### config.mk
export PLATFORM = sky130hd
export DESIGN_NAME = msc_ctrl
export DESIGN_NICKNAME = d
export VERILOG_FILES = /design/src/msc_pkg.sv /design/src/msc_ctrl.sv
export SDC_FILE = /design/constraint.sdc
export NUM_CORES = 1
export LEC_CHECK = 0
export ABC_CLOCK_PERIOD_IN_PS = 2200
export BUFFER_PORTS_ARGS = -buffer_cell sky130_fd_sc_hd__buf_4
export CAP_MARGIN = 20
export CORE_AREA = 10 10 47 49
export CTS_CLUSTER_SIZE = 20
export DETAILED_ROUTE_END_ITERATION = 10
export DIE_AREA = 0 0 57 59
export GPL_ROUTABILITY_DRIVEN = 0
export MAX_ROUTING_LAYER = met4
export PLACE_DENSITY = 0.57
export SLEW_MARGIN = 20
export SYNTH_ARGS = -nofsm -noshare
export SYNTH_HDL_FRONTEND = slang
export SYNTH_SLANG_ARGS = --single-unit
### constraint.sdc
create_clock -name clock -period 2.2 [get_ports clock]
set_clock_uncertainty 0.2 [all_clocks]
set_input_delay 0.11 -clock clock [delete_from_list [all_inputs] [get_ports clock]]
set_output_delay 0.11 -clock clock [all_outputs]
set_load 0.02 [all_outputs]
### src/msc_pkg.sv
// ============================================================================
// msc_pkg
// Types and constants shared by the message id cache modules.
// ============================================================================
package msc_pkg;

   localparam int KEY_W    = 160;
   localparam int SOCK_W   = 16;
   localparam int LIFE_W   = 16;
   localparam int TIMER_W  = 17;
   localparam int CSR_IDX_W = 1;
   localparam int CSR_DATA_W = 16;

   typedef logic [2:0] action_type;

   localparam action_type ACT_CHECK_INSERT   = 3'd0;
   localparam action_type ACT_FOUND_NEIGHBOR = 3'd1;
   localparam action_type ACT_FIND_MINE      = 3'd2;
   localparam action_type ACT_SET_CHECK      = 3'd3;
   localparam action_type ACT_FIND_SOCKET    = 3'd4;
   localparam action_type ACT_PURGE_OWNED    = 3'd5;

   localparam logic [CSR_IDX_W-1:0] CSR_MSG_LIFETIME = 1'd0;
   localparam logic [CSR_IDX_W-1:0] CSR_JOIN_TIMEOUT = 1'd1;

   localparam logic [LIFE_W-1:0] LIFETIME_RESET = 16'd30;
   localparam logic [LIFE_W-1:0] JOIN_RESET     = 16'd15;

   localparam logic [TIMER_W-1:0] TIMER_IDLE = '1;

   typedef struct packed {
      action_type        action;
      logic [63:0]       id_high;
      logic [63:0]       id_middle;
      logic [31:0]       id_low;
      logic              is_mine;
      logic [SOCK_W-1:0] socket_in;
   } req_type;

   typedef struct packed {
      logic              hit;
      logic              table_full;
      logic [SOCK_W-1:0] socket_out;
   } rsp_type;

   // per-slot record, apart from the key
   typedef struct packed {
      logic               valid;
      logic               owned;
      logic               beacon;
      logic [SOCK_W-1:0]  socket;
      logic [LIFE_W-1:0]  time_left;
      logic [TIMER_W-1:0] check_timer;
   } rec_type;

   localparam int REC_W = $bits(rec_type);

   typedef struct packed {
      logic clear_en;
      logic req_load;
      logic scan_step;
      logic insert_en;
      logic rsp_load;
   } ctl_cmd_type;

   typedef struct packed {
      logic last_addr;
      logic rsp_busy;
   } dp_stat_type;

endpackage

### src/msc_ctrl.sv
// ============================================================================
// msc_ctrl
// Sequencer: clearing pass, request accept, table scan, drain, insert, result load.
// ============================================================================
module msc_ctrl (
   input  logic                 clock,
   input  logic                 reset,
   input  logic                 req_valid,
   output logic                 req_ready,
   input  msc_pkg::dp_stat_type stat,
   output msc_pkg::ctl_cmd_type cmd
);

   typedef enum logic [5:0] {
      ST_CLEAR  = 6'b000001,
      ST_IDLE   = 6'b000010,
      ST_SCAN   = 6'b000100,
      ST_DRAIN  = 6'b001000,
      ST_INSERT = 6'b010000,
      ST_DONE   = 6'b100000
   } state_type;

   state_type state_ff, state_in;

   always_comb begin
      state_in  = state_ff;
      cmd       = '0;
      req_ready = 1'b0;
      unique case (state_ff)
         ST_CLEAR: begin
            cmd.clear_en = 1'b1;
            if (stat.last_addr) begin
               state_in = ST_IDLE;
            end
         end
         ST_IDLE: begin
            req_ready = 1'b1;
            if (req_valid) begin
               cmd.req_load = 1'b1;
               state_in     = ST_SCAN;
            end
         end
         ST_SCAN: begin
            cmd.scan_step = 1'b1;
            if (stat.last_addr) begin
               state_in = ST_DRAIN;
            end
         end
         // last compare happens here
         ST_DRAIN: begin
            state_in = ST_INSERT;
         end
         ST_INSERT: begin
            cmd.insert_en = 1'b1;
            state_in      = ST_DONE;
         end
         ST_DONE: begin
            if (!stat.rsp_busy) begin
               cmd.rsp_load = 1'b1;
               state_in     = ST_IDLE;
            end
         end
         default: begin
            state_in = ST_CLEAR;
         end
      endcase
   end

   always_ff @(posedge clock) begin
      if (reset) begin
         state_ff <= ST_CLEAR;
      end else begin
         state_ff <= state_in;
      end
   end

endmodule

# ---- Word level (Yosys, flattened, before mapping)
# Cells that the tools add are included.
dict set report classes {
  n_mux 13
  n_eq_ne 10
  n_reduce_logical 1
}
# op count
set ops {}
lappend ops {{one-hot mux 6 bit (6 select lines)} 1}
lappend ops {{2-to-1 mux 6 bit} 4}
lappend ops {{2-to-1 mux 1 bit} 8}
lappend ops {{!= test 2 bit, second input constant} 4}
lappend ops {{equality test 6 x 1 -> 1 bit, second input constant} 1}
lappend ops {{equality test 6 x 2 -> 1 bit, second input constant} 1}
lappend ops {{equality test 6 x 3 -> 1 bit, second input constant} 1}
lappend ops {{equality test 6 x 4 -> 1 bit, second input constant} 1}
lappend ops {{equality test 6 x 5 -> 1 bit, second input constant} 1}
lappend ops {{equality test 6 bit, second input constant} 1}
lappend ops {{AND reduction 4 bit} 1}
dict set report totals {
  output_inout_bits 6
  regBits 6
}

# ---- Logic depth before layout (Yosys ltp)
# Gate-level depths: netlist of run 1.
dict set report depth {
  word_depth 3
  depth_mapped 5
}

# ---- Worst setup path after synthesis of run 1
# OpenSTA, ideal clock, no wires.
dict set report synth_path {
  path_kind {register -> register}
  from {register state_ff[2]}
  to {register state_ff[2]}
  required_time_ns 1.941
  arrival_ns 1.348
  setup_time_ns 0.059
  slack_ns 0.594
  path_stages_with_launch 6
  cell_sequence {dfxtp_1 buf_2 nor3_2 and3_1 and2_1 a22o_1}
}
dict set report synth_between {
  elab_chain_len 3
  elab_cells_between_ends 12
  cone_classes {eq/ne: 10; mux: 1; reduce/logical: 1}
}
# item line
set synth_rtl {}
lappend synth_rtl {{start: declaration} msc_ctrl.sv:23} ;# state_type state_ff, state_in;
lappend synth_rtl {{start signal: assignment} msc_ctrl.sv:73} ;# state_ff <= state_in;
lappend synth_rtl {{equality test 6 x 1 -> 1 bit (tied with other cells)} msc_ctrl.sv:29} ;# unique case (state_ff)
lappend synth_rtl {{!= test 2 bit (no line)} n/a}
lappend synth_rtl {{AND reduction 4 bit (no line)} n/a}
# Parallel ways exist; a longest one is shown, timed or not.
# A chain may end at the register's enable or synchronous reset.

# ---- Final worst setup path of run 1
dict set report layout_path {
  from {register state_ff[5]}
  to {register state_ff[4]}
}
# Same word-level chain as after synthesis.

==> results of run 1 <==
## per-layer routing
metal  global-route usage  vias up  wire length [µm]
met1              0.06627      188               464
li1                     -      205                 -
met4              0.02013        0                 0
met3              0.04506        0                47
met5                    -        -                 0
met2               0.1054        9               532
## cell type report
| type | instances | area [µm²] | area share |
|---|---|---|---|
| tap | 16 | 20.02 | 0.03612 |
| sequential | 6 | 122.6 | 0.2212 |
| inverter | 3 | 11.26 | 0.02032 |
| clock buffer | 3 | 22.52 | 0.04063 |
| multi-input combinational | 37 | 272.8 | 0.4921 |
| timing repair buffer | 13 | 105.1 | 0.1896 |
## worst min-delay path: cells and delay by family
family,cells,cell delay (ns)
AOI/OAI and AO/OA,1,0.14
buffers and inverters,1,0.08
and+or+nand+nor,1,0.13
## cell usage after synthesis
| cell | number |
|---|---|
| o21a_1 | 1 |
| inv_1 | 3 |
| a31oi_1 | 1 |
| and4b_1 | 1 |
| a221o_1 | 1 |
| nand2b_1 | 4 |
| a211oi_1 | 1 |
| xor2_1 | 1 |
| o21ai_0 | 2 |
| nor2_1 | 4 |
| and2_1 | 1 |
| nand2_1 | 2 |
| nor3_1 | 2 |
| and3_1 | 3 |
| dfxtp_1 | 6 |
| nor4_4 | 1 |
| and4b_4 | 1 |
| o31ai_1 | 1 |
| or3_1 | 1 |
| a21o_1 | 1 |
| nor4_2 | 1 |
| nand3b_1 | 1 |
| buf_2 | 1 |
| a21oi_1 | 1 |
| a211o_4 | 1 |
| nor3_2 | 1 |
| a22o_1 | 1 |
| nor2b_1 | 2 |
## logic make-up (layout without fill, tap and decap cells)
| kind of cell | count (synthesis) | after routing | share of synthesized area |
|---|---|---|---|
| AOI/OAI and AO/OA | 11 | 11 | 0.2141 |
| xor gates and xnor gates | 1 | 1 | 0.02141 |
| buffers and inverters | 4 | 19 | 0.03974 |
| DFF | 6 | 6 | 0.2936 |
| and+or+nand+nor | 25 | 25 | 0.4312 |
## worst max-delay path by stage
| stage | to | cells past startpoint | slack [ns] | startpoint |
|---|---|---|---|---|
| 4_1_cts | state_ff[4]$_SDFFE_PP0P_ | 5 | 0.02 | state_ff[2]$_SDFFE_PP0P_ |
| 3_5_place_dp | state_ff[2]$_SDFFE_PP0P_ | 4 | 0.54 | state_ff[2]$_SDFFE_PP0P_ |
| 2_1_floorplan | state_ff[2]$_SDFFE_PP0P_ | 5 | 0.59 | state_ff[2]$_SDFFE_PP0P_ |
| 3_3_place_gp | state_ff[2]$_SDFFE_PP0P_ | 4 | 0.55 | state_ff[2]$_SDFFE_PP0P_ |
| 6_report | state_ff[4]$_SDFFE_PP0P_ | 5 | 0.06 | state_ff[5]$_SDFFE_PP0P_ |
| 5_1_grt | state_ff[4]$_SDFFE_PP0P_ | 5 | 0.007 | state_ff[0]$_SDFFE_PP1P_ |
## power by group through the flow
stage	logic (W)	clock network, W	registers (W)
2_1_floorplan	0.000117	0	0.000137
3_3_place_gp	0.000159	0	0.000144
3_5_place_dp	0.000157	0	0.000144
4_1_cts	0.000161	0.000112	0.000142
5_1_grt	0.000176	0.000121	0.000146
6_report	0.000159	0.000107	0.000143
## per-stage QoR
step	utilization	cell area (µm²)	setup WS [ns]	hold slack, ns	cells
after floorplan	-	409.1	0.5937	-0.01903	47
after global placement	0.3563	499.2	0.5464	0.1542	72
after detailed placement	0.3563	499.2	0.5366	0.1575	72
after CTS	0.3938	551.8	0.02146	0.05856	78
after global routing	0.3955	554.3	0.006665	0.05544	78
final	0.3955	554.3	0.06141	0.06024	78
## repair_timing
item,CTS,global route
hold endpoints to repair,4,0
hold buffers,3,0
setup endpoints to repair,0,1
gates resized for setup,0,2
==> impl_results.md, run 1 <==
- Outcome: completed
- CP Class: flip-flop to flip-flop
- Via count: 402
- Worst-margin pin slew: 0.3511 ns
- Antenna violations before repair: 0
- Final HPWL DP: 797.4 µm
- Synthesized flop and latch total: 6
- Worst Hold Class: primary input to flip-flop
- Crit path buf inv count: 1
- Remaining global-route overflow: 0
- Setup_tns: 0 ns
- Full die area: 0.003363 mm²
- Gate power share: 0.389
- Port Buf Inserts: 10
- Reg clk slew, reported paths: 0.05 ns
- Tot GR Track Use: 0.06699
- Syn Area/Cell: 8.705 µm²
- Num rows: 14
- Initial Utilization: 0.2920
- WP data required: 2.20 ns
- Netlist cell types: 28
- Largest net degree at the start of global routing: 9
- P_sw: 0.0001488 W
- Clock sink total: 6
- DR WL/cell: 13.38 µm
- Vias per Instance: 5.154
- IR drop worst, VDD: 0.2585 mV
- Hold path startpoint: req_valid
- Cell internal pwr: 0.0002607 W
- CTS tree: done
- Area Overhead vs Synth: 35.47%
- CP top delay family: simple AND/OR/NAND/NOR gates
- Crit Path Max Fanout: 7
- Worst Setup End Kind: flip-flop
- Crit path DAT: 2.13 ns
- Fin nets: 69
- Power Total: 0.0004095 W
- Clk buf depth: 2
- Power share of the clock group: 0.261
- CTS root buffer: clkbuf_4
- Die X-Extent: 57 µm
- Starting DRT DRC Count: 8
- Worst Setup Start Kind: flip-flop
- RSZ-0062 raised after global routing: no
- CP max stage delay: 0.57 ns
- Vias in the first global route: 403
- Leak pwr: 0.2301 nW
- Chip height: 59 µm
- Filler instances: 154
- Max FFs per register: 6
- Biggest regs: state_ff: 6 flops
- Post-synthesis sequential area ratio: 0.2936
- Slew headroom: 0.7651
- Max Fclk: 0.4676 GHz
- Fin. Hold Viols: 0
- Post-DRT Antenna Nets: 0
- Num CTS Buffers: 3
- R2R Setup Slk: 0.06 ns
- Min Tclk post-route: 2.139 ns
- Hold depth: 3
- Seq pwr share: 0.350
- First-pass DRT Iterations: 4
- Post-synth top area cell: dfxtp_1
- Cell count after synthesis: 47
- Max_cap viols: 0
- Switching Fraction: 0.3634
- Final setup fails: 0
- First-pass GRT wire length: 1.725 mm
- Worst path cell trace: nor2_1 -> and4b_1 -> a211o_4 -> nor4_4 -> dlygate4sd3_1
- R2R Path End: state_ff[4]$_SDFFE_PP0P_
- FF-to-FF path depth: 5
- Synth top area share: 0.2936
- Hold Crit Endpoint: state_ff[2]$_SDFFE_PP0P_
- Max Slew Vio Count: 0
- Ports: 11
- Synth warn: 0
- R2R Path Start: state_ff[5]$_SDFFE_PP0P_
- Layout cells sized above 1: 0.3226
- Post-Syn Area: 409.1 µm²
- H-tree Lvls: 1
- Mapped Nets: 52
- Postcts setup bufs: 0
- Final WL: 1.044 mm
- Commonest cells after routing, fill and taps aside: 10 x buf_4, 4 x nor2_1, 4 x nand2b_1, 4 x dfxtp_1
- Most common cell after layout, fill and taps aside: buf_4
- DRC viols: 0
- Power Density: 738.8 mW/mm²
- Worst path slowest cell: dlygate4sd3_1
- Final period util: 0.9721
- Skew-Pair Late Insertion Delay: 0.25 ns
- Core area: 0.001401 mm²
- Antenna fix cells: 0
- Top post-synthesis cells by area: dfxtp_1 29%, nand2b_1 6.1%, nor4_4 5.2%, and3_1 4.6%, a211o_4 4.3%
- Largest register by flop count: state_ff
(Power assumes the default switching activity.)
==> inputs of run 2 (changes only) <==
==> constraint.sdc (replaced) <==
create_clock -name clock -period 2.2 [get_ports clock]
set_clock_uncertainty 0.2 [all_clocks]
set_input_delay 0.22 -clock clock [delete_from_list [all_inputs] [get_ports clock]]
set_output_delay 0.22 -clock clock [all_outputs]
set_load 0.02 [all_outputs]
==> impl_results.md, run 2 (synthesized netlist as in run 1, its figures left out) <==
- # placed instances: 72
- Hold Crit Endpoint: state_ff[3]$_SDFFE_PP0P_
- Final setup fails: 0
- Crit path buf inv count: 1
- Biggest regs: state_ff: 6 flops
- Layout Cells excl Fill: 75
- WP data required: 1.78 ns
- Clock sink total: 6
- Max Slew Vio Count: 0
- Starting DRT DRC Count: 13
- Placed cell area: 499.2 µm²
- H-tree Lvls: 1
- DR WL/cell: 13.89 µm
- First-pass DRT Iterations: 4
- Vias in the first global route: 395
- Core area: 0.001401 mm²
- Outcome: completed
- Gate power share: 0.389
- Commonest cells after routing, fill and taps aside: 10 x buf_4, 6 x dfxtp_1, 4 x nor2_1, 4 x nand2b_1
- Num rows: 14
- CP max stage delay: 0.37 ns
- Max Fclk: 0.5296 GHz
- Cell internal pwr: 0.0002569 W
- Via count: 380
- Full die area: 0.003363 mm²
- RSZ-0062 raised after global routing: no
- IR drop worst, VDD: 0.5289 mV
- Crit path DAT: 1.47 ns
- Hold depth: 2
- Setup_tns: 0 ns
- Remaining global-route overflow: 0
- Worst Setup Start Kind: flip-flop
- Fin nets: 66
- P_sw: 0.0001502 W
- Most common cell after layout, fill and taps aside: buf_4
- CP Class: flip-flop to output pin
- Worst path slowest cell: dfxtp_1
- DRC viols: 0
- Port Buf Inserts: 10
- Power Density: 780.2 mW/mm²
- Max FFs per register: 6
- CTS Hold Bufs: 0
- Final period util: 0.8583
- Worst Hold Class: primary input to flip-flop
- Post_cts resized: 0
- R2R Path End: state_ff[4]$_SDFFE_PP0P_
- Largest register by flop count: state_ff
- Antenna fix cells: 0
- Die X-Extent: 57 µm
- Fin. Hold Viols: 0
- R2R Path Start: state_ff[2]$_SDFFE_PP0P_
- Area Overhead vs Synth: 27.52%
- R2R Setup Slk: 0.50 ns
- Layout cells sized above 1: 0.3051
- Max_cap viols: 0
- Num CTS Buffers: 3
- Final WL: 1.042 mm
- Seq pwr share: 0.351
- Final HPWL DP: 773.7 µm
- Ports: 11
- Reg clk slew, reported paths: 0.05 ns
- Antenna violations before repair: 0
- Switching Fraction: 0.3689
- Clk buf depth: 2
- Worst path cell trace: nor3_2 -> and4b_4 -> nor2b_1 -> buf_4
- Power share of the clock group: 0.260
- Hold path startpoint: reset
- CTS root buffer: clkbuf_4
- Slew headroom: 0.7591
- First-pass GRT wire length: 1.780 mm
- Crit Path Max Fanout: 7
- Initial Utilization: 0.2920
- Post-DRT Antenna Nets: 0
- Final core occ: 0.3723
- Largest net degree at the start of global routing: 9
- Min Tclk post-route: 1.888 ns
- Design area: 521.8 µm²
- CP top delay family: simple AND/OR/NAND/NOR gates
- Vias per Instance: 5.067
- Hold_ws: 0.01516 ns
- FF-to-FF path depth: 4
- CTS tree: done
- Postcts setup bufs: 0
- Skew-Pair Late Insertion Delay: 0.25 ns
- Worst-margin pin slew: 0.3601 ns
- Leak pwr: 0.2140 nW
- Tot GR Track Use: 0.07004
- Chip height: 59 µm
- Worst Setup End Kind: output pin
run 2: cell count changes in the layout (fill, tap and decap cells not counted), sizes merged:
cell         previous run  this run
dlygate4sd3             3         0
run 2: cell type report:
cell class	count	area (µm²)
Fill cell	153	879.6
Multi-Input combinational cell	37	272.8
Sequential cell	6	120.1
Timing Repair Buffer	10	75.07
Clock buffer	3	22.52
Tap cell	16	20.02
Inverter	3	11.26
run 2: through the flow:
stage	power [W]	worst slack [ns]
final	0.0004071	0.3118
after global routing	0.0004312	0.2158
after CTS	0.0004090	0.3083
after detailed placement	0.0003021	0.5283
after global placement	0.0003044	0.5348
after floorplan	0.0002538	0.5772
run 2: power by group through the flow:
stage / Sequential, W / Combinational [W] / Clock, W
after floorplan: 0.000137 / 0.000117 / 0
after global placement: 0.000144 / 0.000160 / 0
after detailed placement: 0.000144 / 0.000158 / 0
after CTS: 0.000142 / 0.000160 / 0.000106
after global routing: 0.000146 / 0.000172 / 0.000114
final: 0.000143 / 0.000158 / 0.000106
run 2: how the worst max path moves through the flow:
stage                     slack, ns                     start                       end  depth (start not counted)
final                          0.31  state_ff[0]$_SDFFE_PP1P_                    cmd[0]                          4
after global routing           0.22  state_ff[2]$_SDFFE_PP0P_                    cmd[0]                          4
after CTS                      0.31  state_ff[2]$_SDFFE_PP0P_                    cmd[0]                          4
after detailed placement       0.53  state_ff[2]$_SDFFE_PP0P_  state_ff[4]$_SDFFE_PP0P_                          4
after global placement         0.53  state_ff[2]$_SDFFE_PP0P_  state_ff[2]$_SDFFE_PP0P_                          4
after floorplan                0.58  state_ff[2]$_SDFFE_PP0P_                    cmd[0]                          4
run 2: metal layers:
| layer | GRT usage | part of all wire | vias up |
|---|---|---|---|
| li1 | - | - | 197 |
| met1 | 0.05785 | 0.40 | 166 |
| met2 | 0.1271 | 0.51 | 15 |
| met3 | 0.03863 | 0.078 | 2 |
| met4 | 0.03020 | 0.011 | 0 |
| met5 | - | 0 | - |
